`src/sv/mwe_pkg.sv`:
```
// Shared constants and store interface types for the serial EEPROM block.
package mwe_pkg;

   // Store geometry
   localparam int WORDS  = 256;
   localparam int ADDR_W = $clog2(WORDS);
   localparam int WORD_W = 16;

   // Bus decode
   localparam logic [15:0] PIN_ADDR  = 16'hA080;
   localparam logic [15:0] READ_MASK = 16'hA0F0;

   // Pin byte bit positions
   localparam int PIN_CS  = 7;
   localparam int PIN_SK  = 6;
   localparam int PIN_DIN = 1;

   // Erased word value
   localparam logic [WORD_W-1:0] ERASED = '1;

   // Bus operation codes
   localparam logic OP_PIN_WRITE = 1'b0;
   localparam logic OP_PIN_READ  = 1'b1;

   // Serial command codes
   localparam logic [1:0] CMD_EXT   = 2'd0;
   localparam logic [1:0] CMD_WRITE = 2'd1;
   localparam logic [1:0] CMD_READ  = 2'd2;
   localparam logic [1:0] CMD_ERASE = 2'd3;

   // Extended command groups (address bits 7..6)
   localparam logic [1:0] EXT_DISABLE   = 2'd0;
   localparam logic [1:0] EXT_WRITE_ALL = 2'd1;
   localparam logic [1:0] EXT_ERASE_ALL = 2'd2;
   localparam logic [1:0] EXT_ENABLE    = 2'd3;

   // Requests from the protocol engine to the word store
   typedef struct packed {
      logic              read;
      logic              commit;
      logic              fill;
      logic [WORD_W-1:0] fill_value;
      logic [WORD_W-1:0] wdata;
      logic [ADDR_W-1:0] addr;
   } store_req_type;

   // Status from the word store back to the protocol engine
   typedef struct packed {
      logic              busy;
      logic              rd_valid;
      logic [WORD_W-1:0] rd_data;
   } store_stat_type;

endpackage

```
`src/sv/mwe_store.sv`:
```
// Word store with single write port, registered read and a fill sweep engine.
module mwe_store (
   input  logic                   clock,
   input  logic                   reset,
   input  mwe_pkg::store_req_type req,
   output mwe_pkg::store_stat_type stat
);
   import mwe_pkg::*;

   logic [WORD_W-1:0] mem [WORDS];

   logic              sweep_ff, sweep_in;
   logic [ADDR_W-1:0] sweep_addr_ff, sweep_addr_in;
   logic [WORD_W-1:0] fill_ff, fill_in;
   logic              rd_pend_ff;
   logic [WORD_W-1:0] rdata_ff;

   // Advance the sweep one word per cycle; start a new one on request
   always_comb begin
      sweep_in      = sweep_ff;
      sweep_addr_in = sweep_addr_ff;
      fill_in       = fill_ff;
      if (sweep_ff) begin
         sweep_addr_in = sweep_addr_ff + 1'b1;
         if (sweep_addr_ff == ADDR_W'(WORDS - 1)) begin
            sweep_in = 1'b0;
         end
      end else if (req.fill) begin
         sweep_in      = 1'b1;
         sweep_addr_in = '0;
         fill_in       = req.fill_value;
      end
   end

   // Hold sweep control; reset starts an erase pass over the whole store
   always_ff @(posedge clock) begin
      if (reset) begin
         sweep_ff      <= 1'b1;
         sweep_addr_ff <= '0;
         fill_ff       <= ERASED;
         rd_pend_ff    <= 1'b0;
      end else begin
         sweep_ff      <= sweep_in;
         sweep_addr_ff <= sweep_addr_in;
         fill_ff       <= fill_in;
         rd_pend_ff    <= req.read;
      end
   end

   // Write the store: sweep first, else a committed word
   always_ff @(posedge clock) begin
      if (sweep_ff) begin
         mem[sweep_addr_ff] <= fill_ff;
      end else if (req.commit) begin
         mem[req.addr] <= req.wdata;
      end
   end

   // Read the store into a register
   always_ff @(posedge clock) begin
      if (req.read) begin
         rdata_ff <= mem[req.addr];
      end
   end

   assign stat.busy     = sweep_ff | rd_pend_ff;
   assign stat.rd_valid = rd_pend_ff;
   assign stat.rd_data  = rdata_ff;

endmodule

```
`src/sv/mwe_ctrl.sv`:
```
// Serial protocol engine: pin edge detect, bit shifter and command decode.
module mwe_ctrl (
   input  logic                    clock,
   input  logic                    reset,
   input  logic                    step,
   input  logic [7:0]              pin_byte,
   input  mwe_pkg::store_stat_type stat,
   output mwe_pkg::store_req_type  req,
   output logic                    data_out
);
   import mwe_pkg::*;

   typedef enum logic [2:0] {
      PH_NONE = 3'd0,
      PH_CMD  = 3'd1,
      PH_ADDR = 3'd2,
      PH_DATA = 3'd3,
      PH_OUT  = 3'd4,
      PH_PEND = 3'd5
   } phase_type;

   logic              sel_prev_ff, sel_prev_in;
   logic              clk_prev_ff, clk_prev_in;
   logic              idle_ff, idle_in;
   logic              wen_ff, wen_in;
   phase_type         phase_ff, phase_in;
   logic [4:0]        count_ff, count_in;
   logic [1:0]        cmd_ff, cmd_in;
   logic [ADDR_W-1:0] waddr_ff, waddr_in;
   logic [WORD_W-1:0] shift_ff, shift_in;
   logic              dout_ff, dout_in;

   logic              cs, sk, din;
   logic [WORD_W-1:0] shifted;
   logic [4:0]        cnt;

   assign cs  = pin_byte[PIN_CS];
   assign sk  = pin_byte[PIN_SK];
   assign din = pin_byte[PIN_DIN];

   // Apply one pin transaction: select rise, clock rise, clock fall
   always_comb begin
      sel_prev_in = sel_prev_ff;
      clk_prev_in = clk_prev_ff;
      idle_in     = idle_ff;
      wen_in      = wen_ff;
      phase_in    = phase_ff;
      count_in    = count_ff;
      cmd_in      = cmd_ff;
      waddr_in    = waddr_ff;
      shift_in    = shift_ff;
      dout_in     = dout_ff;
      shifted     = '0;
      cnt         = '0;

      req.read       = 1'b0;
      req.commit     = 1'b0;
      req.fill       = 1'b0;
      req.fill_value = ERASED;
      req.wdata      = shift_ff;
      req.addr       = waddr_ff;

      if (step) begin
         // Select rise: commit a pending word or wait for a start bit
         if (!sel_prev_ff && cs) begin
            if (phase_ff == PH_PEND) begin
               req.commit = wen_ff;
               dout_in    = 1'b1;
            end else begin
               idle_in = 1'b1;
            end
            phase_in = PH_NONE;
         end

         // Clock rise: gather one bit
         if (!clk_prev_ff && sk) begin
            shifted = {shift_in[WORD_W-2:0], din};
            cnt     = count_in + 1'b1;
            if (idle_in) begin
               if (din) begin
                  idle_in  = 1'b0;
                  count_in = '0;
                  phase_in = PH_CMD;
               end
            end else begin
               unique case (phase_in)
                  PH_CMD: begin
                     shift_in = shifted;
                     count_in = cnt;
                     if (cnt == 5'd2) begin
                        phase_in = PH_ADDR;
                        count_in = '0;
                        cmd_in   = shifted[1:0];
                     end
                  end
                  PH_ADDR: begin
                     shift_in = shifted;
                     count_in = cnt;
                     if (cnt == 5'd8) begin
                        phase_in = PH_DATA;
                        count_in = '0;
                        waddr_in = shifted[ADDR_W-1:0];
                        if (cmd_ff == CMD_EXT) begin
                           if (shifted[7:6] == EXT_DISABLE) begin
                              wen_in   = 1'b0;
                              phase_in = PH_NONE;
                           end else if (shifted[7:6] == EXT_ENABLE) begin
                              wen_in   = 1'b1;
                              phase_in = PH_NONE;
                           end
                        end
                     end
                  end
                  PH_DATA: begin
                     shift_in = shifted;
                     count_in = cnt;
                     unique case (cmd_ff)
                        CMD_EXT: begin
                           if (cnt == 5'd16) begin
                              count_in = '0;
                              unique case (waddr_ff[7:6])
                                 EXT_DISABLE: begin
                                    wen_in   = 1'b0;
                                    phase_in = PH_NONE;
                                 end
                                 EXT_WRITE_ALL: begin
                                    req.fill       = wen_ff;
                                    req.fill_value = shifted;
                                    phase_in       = PH_PEND;
                                 end
                                 EXT_ERASE_ALL: begin
                                    req.fill       = wen_ff;
                                    req.fill_value = ERASED;
                                    phase_in       = PH_PEND;
                                 end
                                 default: begin
                                    wen_in   = 1'b1;
                                    phase_in = PH_NONE;
                                 end
                              endcase
                           end
                        end
                        CMD_WRITE: begin
                           if (cnt == 5'd16) begin
                              count_in = '0;
                              phase_in = PH_PEND;
                              dout_in  = 1'b0;
                           end
                        end
                        CMD_READ: begin
                           if (cnt == 5'd1) begin
                              count_in = '0;
                              phase_in = PH_OUT;
                              req.read = 1'b1;
                           end
                        end
                        default: begin
                           if (cnt == 5'd16) begin
                              count_in = '0;
                              phase_in = PH_PEND;
                              dout_in  = 1'b0;
                              shift_in = ERASED;
                           end
                        end
                     endcase
                  end
                  default: begin
                  end
               endcase
            end
         end

         // Clock fall while reading out: drive the next bit
         if (clk_prev_ff && !sk && phase_in == PH_OUT) begin
            dout_in  = shift_in[WORD_W-1];
            shift_in = {shift_in[WORD_W-2:0], 1'b0};
            count_in = count_in + 1'b1;
            if (count_in == 5'd16) begin
               count_in = '0;
               phase_in = PH_NONE;
            end
         end

         sel_prev_in = cs;
         clk_prev_in = sk;
      end else if (stat.rd_valid) begin
         // Load the word fetched for a read
         shift_in = stat.rd_data;
      end
   end

   // Hold protocol state
   always_ff @(posedge clock) begin
      if (reset) begin
         sel_prev_ff <= 1'b0;
         clk_prev_ff <= 1'b0;
         idle_ff     <= 1'b0;
         wen_ff      <= 1'b0;
         phase_ff    <= PH_NONE;
         count_ff    <= '0;
         cmd_ff      <= '0;
         waddr_ff    <= '0;
         shift_ff    <= '0;
         dout_ff     <= 1'b0;
      end else begin
         sel_prev_ff <= sel_prev_in;
         clk_prev_ff <= clk_prev_in;
         idle_ff     <= idle_in;
         wen_ff      <= wen_in;
         phase_ff    <= phase_in;
         count_ff    <= count_in;
         cmd_ff      <= cmd_in;
         waddr_ff    <= waddr_in;
         shift_ff    <= shift_in;
         dout_ff     <= dout_in;
      end
   end

   assign data_out = dout_ff;

endmodule

```
`src/sv/microwire_eeprom_16bit_unit.sv`:
```
// Top level of the bit-banged serial EEPROM: bus decode, handshake and result register.
//
// Serial EEPROM of 256 sixteen-bit words driven through one pin register at bus
// address 0xA080 (chip select bit 7, serial clock bit 6, data in bit 1). Pin reads
// (address matching 0xA080 under mask 0xA0F0) return the data-out/ready bit, one
// result per read; pin writes return nothing. The transaction that ends a word read
// is followed by a stall while the store's registered read port fetches the word.
// With writes enabled, write-all and erase-all walk the store one word per cycle
// through its single write port, so the input stalls after the transaction that
// starts them until the sweep ends. After reset the same sweep erases the whole
// store to 0xFFFF, and no transaction is taken until it ends. A read result waits
// in an output register; pin writes keep flowing while it is stalled.
module microwire_eeprom_16bit_unit (
   input  logic        clock,
   input  logic        reset,
   input  logic        req_valid,
   output logic        req_stall,
   input  logic        req_operation,
   input  logic [15:0] req_bus_address,
   input  logic [7:0]  req_pin_byte,
   output logic        rsp_valid,
   input  logic        rsp_stall,
   output logic        rsp_read_value
);
   import mwe_pkg::*;

   store_req_type  store_req;
   store_stat_type store_stat;

   logic req_accept;
   logic pin_step;
   logic data_out;
   logic rsp_valid_ff, rsp_valid_in;
   logic rsp_value_ff, rsp_value_in;

   // Stall while the store is busy, or a read finds the result register full and stalled
   assign req_stall  = store_stat.busy |
                       ((req_operation == OP_PIN_READ) & rsp_valid_ff & rsp_stall);
   assign req_accept = req_valid & ~req_stall;
   assign pin_step   = req_accept & (req_operation == OP_PIN_WRITE) &
                       (req_bus_address == PIN_ADDR);

   mwe_ctrl u_ctrl (
      .clock    (clock),
      .reset    (reset),
      .step     (pin_step),
      .pin_byte (req_pin_byte),
      .stat     (store_stat),
      .req      (store_req),
      .data_out (data_out)
   );

   mwe_store u_store (
      .clock (clock),
      .reset (reset),
      .req   (store_req),
      .stat  (store_stat)
   );

   // Load a read result; drop it once taken
   always_comb begin
      rsp_valid_in = rsp_valid_ff;
      rsp_value_in = rsp_value_ff;
      if (rsp_valid_ff && !rsp_stall) begin
         rsp_valid_in = 1'b0;
      end
      if (req_accept && req_operation == OP_PIN_READ) begin
         rsp_valid_in = 1'b1;
         rsp_value_in = ((req_bus_address & READ_MASK) == PIN_ADDR) & data_out;
      end
   end

   // Hold the result register
   always_ff @(posedge clock) begin
      if (reset) begin
         rsp_valid_ff <= 1'b0;
      end else begin
         rsp_valid_ff <= rsp_valid_in;
      end
      rsp_value_ff <= rsp_value_in;
   end

   assign rsp_valid      = rsp_valid_ff;
   assign rsp_read_value = rsp_value_ff;

endmodule

```
`config.mk`:
```
export PLATFORM = sky130hd
export DESIGN_NAME = microwire_eeprom_16bit_unit
export DESIGN_NICKNAME = d
export VERILOG_FILES = /design/src/sv/mwe_pkg.sv /design/src/sv/mwe_store.sv /design/src/sv/mwe_ctrl.sv /design/src/sv/microwire_eeprom_16bit_unit.sv
export SDC_FILE = /design/constraint.sdc
export NUM_CORES = 2
export LEC_CHECK = 0
export BUFFER_PORTS_ARGS = -buffer_cell sky130_fd_sc_hd__buf_2
export CAP_MARGIN = 20
export CELL_PAD_IN_SITES_DETAIL_PLACEMENT = 2
export CELL_PAD_IN_SITES_GLOBAL_PLACEMENT = 2
export CORE_ASPECT_RATIO = 0.7
export CORE_MARGIN = 2
export CORE_UTILIZATION = 58
export CTS_BUF_LIST = sky130_fd_sc_hd__clkbuf_2
export DETAILED_ROUTE_END_ITERATION = 10
export PLACE_DENSITY = 0.94
export SETUP_SLACK_MARGIN = 0.05
export SLEW_MARGIN = 20
export SYNTH_ARGS = -nofsm -noshare
export SYNTH_HDL_FRONTEND = slang
export SYNTH_SLANG_ARGS = --single-unit
```
`constraint.sdc`:
```
create_clock -name clock -period 51.9 [get_ports clock]
set_input_delay 10.38 -clock clock [delete_from_list [all_inputs] [get_ports clock]]
set_output_delay 10.38 -clock clock [all_outputs]
set_load 0.1 [all_outputs]
```
==> flow_metrics.env, run 1 <==
export IMPL_seq_area_frac_synth_pct=77.57
export IMPL_start_util_pct=58.40
export IMPL_distinct_cell_type_count_after_synthesis=74
export IMPL_die_width_um=633.6
export IMPL_syn_instance_count=6790
export IMPL_ioPinCount=32
export IMPL_yosys_area_share_xor_xnor_pct=0.03810
export IMPL_detailed_placement_hpwl_um=382000
export IMPL_postSynth_topFlopCell="sky130_fd_sc_hd__edfxtp_1"
export IMPL_mappedNetlistNets=6830
export IMPL_synth_yosys_warnings=0
export IMPL_post_synth_mux_area_share_pct=17.98
export IMPL_gp_congestion=0.8408
export IMPL_error="[ERROR DPL-0033] detailed placement checks failed during check placement."
export IMPL_simple_gate_share_of_the_synthesized_area_pct=1.714
export IMPL_synth_compound_area_share_pct=1.461
export IMPL_synth_top_family_by_area="multiplexers"
export IMPL_die_h_um=444.7
export IMPL_yosys_area_share_adder_pct=0.08552
export IMPL_portBuffers=26
export IMPL_synth_edf_count=4113
export IMPL_synth_area_mm2=0.1609
export IMPL_rows=161
export IMPL_synth_seq_cells=4179
export IMPL_failed_stage="3_5_place_dp"
export IMPL_run_status="aborted with a tool error"
export IMPL_synthArstFlopShare_pct=0
export IMPL_post_synthesis_area_per_instance_um2=23.70
logic make-up after synthesis:
kind of cell / after synthesis
AOI/OAI and AO/OA: 290
adders and majority gates: 11
xor gates and xnor gates: 7
buffers and inverters: 405
and+or+nand+nor: 607
DFF: 4179
muxes: 1291
synthesized netlist by cell type (all sizes together) (9+ instances only):
cell       n  area share [%]
a21oi     44            0.14
nand3b    14           0.078
nor2b     11           0.043
mux4    1280              18
o21ai     13           0.054
a221oi    32            0.17
nor3      11           0.034
a22o      34            0.19
nand3     36            0.12
ha        11           0.086
o21a      14           0.065
mux2i      9           0.056
o221a     13           0.091
a22oi     80            0.37
nor2     311            0.73
o221ai    18           0.098
clkbuf   185            0.43
buf      201            0.68
nand2    175            0.49
inv       18           0.042
edfxtp  4113              77
dfxtp     66            0.82
per-stage QoR:
step           worst slack (ns)  hold slack, ns
3_3_place_gp              30.31          0.4535
2_1_floorplan             28.08          0.4267
==> run 2: changes to the inputs <==
CELL_PAD_IN_SITES_DETAIL_PLACEMENT = default   (was 2)
CELL_PAD_IN_SITES_GLOBAL_PLACEMENT = default   (was 2)
CORE_ASPECT_RATIO = default   (was 0.7)
CORE_UTILIZATION = 40   (was 58)
CTS_BUF_LIST = default   (was sky130_fd_sc_hd__clkbuf_2)
PLACE_DENSITY = default   (was 0.94)
PLACE_DENSITY_LB_ADDON = 0.15   (was default)
SETUP_SLACK_MARGIN = default   (was 0.05)
==> run 2 against run 1 <==
  * The run now ends clean
  * Area after synthesis stayed put
  * Synthesized cell count unchanged
==> flow_metrics.env, run 2 <==
export IMPL_fmax_ghz=0.04635
export IMPL_fin_crit_ns=21.57
export IMPL_largest_cells_by_area_after_synthesis="sky130_fd_sc_hd__edfxtp_1, sky130_fd_sc_hd__mux4_2, sky130_fd_sc_hd__dfxtp_1"
export IMPL_maximum_number_of_pins_on_one_net_before_global_route_repair=193
export IMPL_min_path_type="reg2reg"
export IMPL_power_density_mw_per_mm2=36.72
export IMPL_drtIter0Drc=8252
export IMPL_total_via_count_after_detailed_routing=73280
export IMPL_cp_data_required_time_ns=41.52
export IMPL_htreeDepth=5
export IMPL_post_synth_top_area_fraction_pct=76.74
export IMPL_largest_area_contributor_in_the_netlist="sky130_fd_sc_hd__edfxtp_1"
export IMPL_area_growth_syn_to_layout_pct=13.94
export IMPL_internal_power_mw=5.413
export IMPL_report_power_total_mw=6.733
export IMPL_synth_area_mm2=0.1609
export IMPL_timing_clock_skew_ns=0.08299
export IMPL_post_synthesis_area_per_instance_um2=23.70
export IMPL_worst_path_max_delay_cell="sky130_fd_sc_hd__a311oi_2"
export IMPL_multiInputGateArea_mm2=0.03473
export IMPL_die_h_um=638.3
export IMPL_insertion_delay_of_the_later_clocked_pin_in_the_worst_skew_pair_ns=0.98
export IMPL_finalMaxSlewViolations=0
export IMPL_run_status="finished clean"
export IMPL_synth_yosys_warnings=0
export IMPL_grt_setup_unrepaired="false"
export IMPL_post_route_cells_drive_above_1_share_pct=32.38
export IMPL_drt_first_pass_iters=7
export IMPL_max_flop_register="u_store.mem"
export IMPL_rows=232
export IMPL_combPwrFrac_pct=0.3
export IMPL_syn_instance_count=6790
export IMPL_mostFrequentLayoutCell="sky130_fd_sc_hd__edfxtp_1"
export IMPL_cts_num_sinks=4179
export IMPL_cap_viol_max_count=0
export IMPL_postSynth_topFlopCell="sky130_fd_sc_hd__edfxtp_1"
export IMPL_mostFrequentLayoutCells="sky130_fd_sc_hd__edfxtp_1, sky130_fd_sc_hd__mux4_2, sky130_fd_sc_hd__clkbuf_16, sky130_fd_sc_hd__buf_4, sky130_fd_sc_hd__nor2_1"
export IMPL_critPathArrivalTime_ns=11.19
export IMPL_cts_tree="built"
export IMPL_power_leakage_nw=53.16
export IMPL_cts_resized_gates=0
export IMPL_timing_final_crit_share_pct=41.57
export IMPL_clkTransAtPathRegs_ns=0.05
export IMPL_yosys_cell_count_top_type="sky130_fd_sc_hd__edfxtp_1"
export IMPL_critPathLaunchType="input pin"
export IMPL_clk_path_buf_depth=4
export IMPL_power_switching_share_pct=19.61
export IMPL_antenna_found_initial=19
export IMPL_timing_slew_headroom_pct=24.18
export IMPL_critPathCaptureType="primary output"
export IMPL_die_width_um=638.3
export IMPL_mappedNetlistNets=6830
export IMPL_grt_pass1_wl_um=567300
export IMPL_portBuffers=26
export IMPL_netlist_top_cells_count="sky130_fd_sc_hd__edfxtp_1, sky130_fd_sc_hd__mux4_2, sky130_fd_sc_hd__nor2_1"
export IMPL_worst_path_most_repeated_cell="sky130_fd_sc_hd__buf_2"
export IMPL_total_area_of_sequential_cells_mm2=0.1248
export IMPL_cp_slowest_stage_delay_ns=0.33
export IMPL_seq_area_frac_synth_pct=77.57
export IMPL_criticalPathCategory="in2out"
export IMPL_core_area_mm2=0.4000
export IMPL_cts_setup_buffers=0
export IMPL_clock_tree_root_cell="sky130_fd_sc_hd__clkbuf_16"
export IMPL_route_detailed_drc=0
export IMPL_cts_hold_repair_buffers=0
export IMPL_worst_path_max_fanout=3
export IMPL_grt_total_usage_pct=19.50
export IMPL_finalNetCount=7265
export IMPL_detailed_placement_hpwl_um=220400
export IMPL_start_util_pct=40.23
export IMPL_finish_stage_setup_viols=0
export IMPL_ir_drop_v=0.00003291
export IMPL_drt_total_wl_um=401900
export IMPL_crit_path_cell_trace="buf_2, a311oi_2, inv_1, buf_2"
export IMPL_fp_dieArea_mm2=0.4074
export IMPL_sequentialPowerShare_pct=54.2
export IMPL_drt_vias_per_instance=5.693
export IMPL_global_route_overflow_total=0
export IMPL_setup_tns_final_ns=0
export IMPL_distinct_cell_type_count_after_synthesis=74
export IMPL_vias_in_the_first_global_route=74880
export IMPL_number_of_flip_flops_under_the_largest_register_name=4096
export IMPL_power_net_switching_mw=1.321
export IMPL_worst_pin_slew_ns=1.133
export IMPL_synthArstFlopShare_pct=0
export IMPL_layout_filler_cells=33050
export IMPL_synth_edf_count=4113
export IMPL_ioPinCount=32
export IMPL_synth_seq_cells=4179
export IMPL_drtAntennaViolNets=0
export IMPL_finalHoldWorstSlack_ns=0.4723
export IMPL_pwr_share_clk_pct=45.5
export IMPL_wl_per_cell_um=31.22
export IMPL_finalHoldViolations=0
export IMPL_gp_congestion=0.7973
export IMPL_cts_buffers_inserted=441
## run 2: cell counts after synthesis
Identical to the previous run, type by type.
## run 2: cell families (layout without fill, tap and decap cells)
kind of cell | Yosys count | after routing | synth area share (%)
simple gates | 607 | 607 | 1.714
mux | 1291 | 1291 | 17.98
xor+xnor | 7 | 7 | 0.03810
flops | 4179 | 4179 | 77.57
compound gates | 290 | 290 | 1.461
other cells | 0 | 11 | 0
fa+ha+maj | 11 | 11 | 0.08552
buf+inv | 405 | 1212 | 1.155
## run 2: power groups by stage
| stage | sequential, mW | combinational (mW) | clock (mW) |
|---|---|---|---|
| 2_1_floorplan | 3.72 | 0.00770 | 0 |
| 6_report | 3.65 | 0.0192 | 3.06 |
| 5_1_grt | 3.65 | 0.0199 | 3.26 |
| 4_1_cts | 3.65 | 0.0192 | 3.13 |
| 3_3_place_gp | 3.72 | 0.0191 | 0 |
| 3_5_place_dp | 3.72 | 0.0192 | 0 |
## run 2: final timing paths
| check | depth (start not counted) | slack (ns) | endpoint | from |
|---|---|---|---|---|
| max | 4 | 30.33 | req_stall | rsp_stall |
| min | 2 | 0.47 | u_store.fill_ff[15] | u_store.fill_ff[15] |
| max reg2reg | 10 | 44.98 | u_store.rdata_ff[11] | u_ctrl.waddr_ff[0] |
| min reg2reg | 2 | 0.47 | u_store.fill_ff[15] | u_store.fill_ff[15] |
## run 2: routing by layer
metal	global-route usage [%]	vias to the layer above	share of wire, %
met1	28.02	40270	43
met4	5.408	4	2.8
met3	3.106	556	6.0
li1	-	30190	-
met2	31.08	2259	48
met5	0	-	0.0070
## run 2: metrics by stage
| stage | util (%) | setup WS (ns) | instance area (µm²) | instances |
|---|---|---|---|---|
| CTS | 45.79 | 30.33 | 183200 | 12860 |
| global placement | 42.26 | 30.31 | 169100 | 12040 |
| floorplan | - | 28.08 | 160900 | 6790 |
| global route | 45.84 | 30.29 | 183300 | 12860 |
| detailed placement | 42.29 | 30.34 | 169100 | 12040 |
| finish | 45.84 | 30.33 | 183400 | 12870 |
## run 2: layout make-up
cell class / count / area share, %
well taps: 5265 / 3.593
clock buffers: 547 / 6.327
clock inverters: 268 / 1.326
inverters: 19 / 0.03889
repair buffers: 378 / 1.674
flip-flops and latches: 4179 / 68.08
diodes: 11 / 0.01501
multi-input cells: 2206 / 18.94
## run 2: critical path, delay by kind of cell
kind / cells / cell delay [ns]
AO/OA/AOI/OAI: 1 / 0.33
buffers and inverters: 3 / 0.49
(Power assumes the default switching activity.)
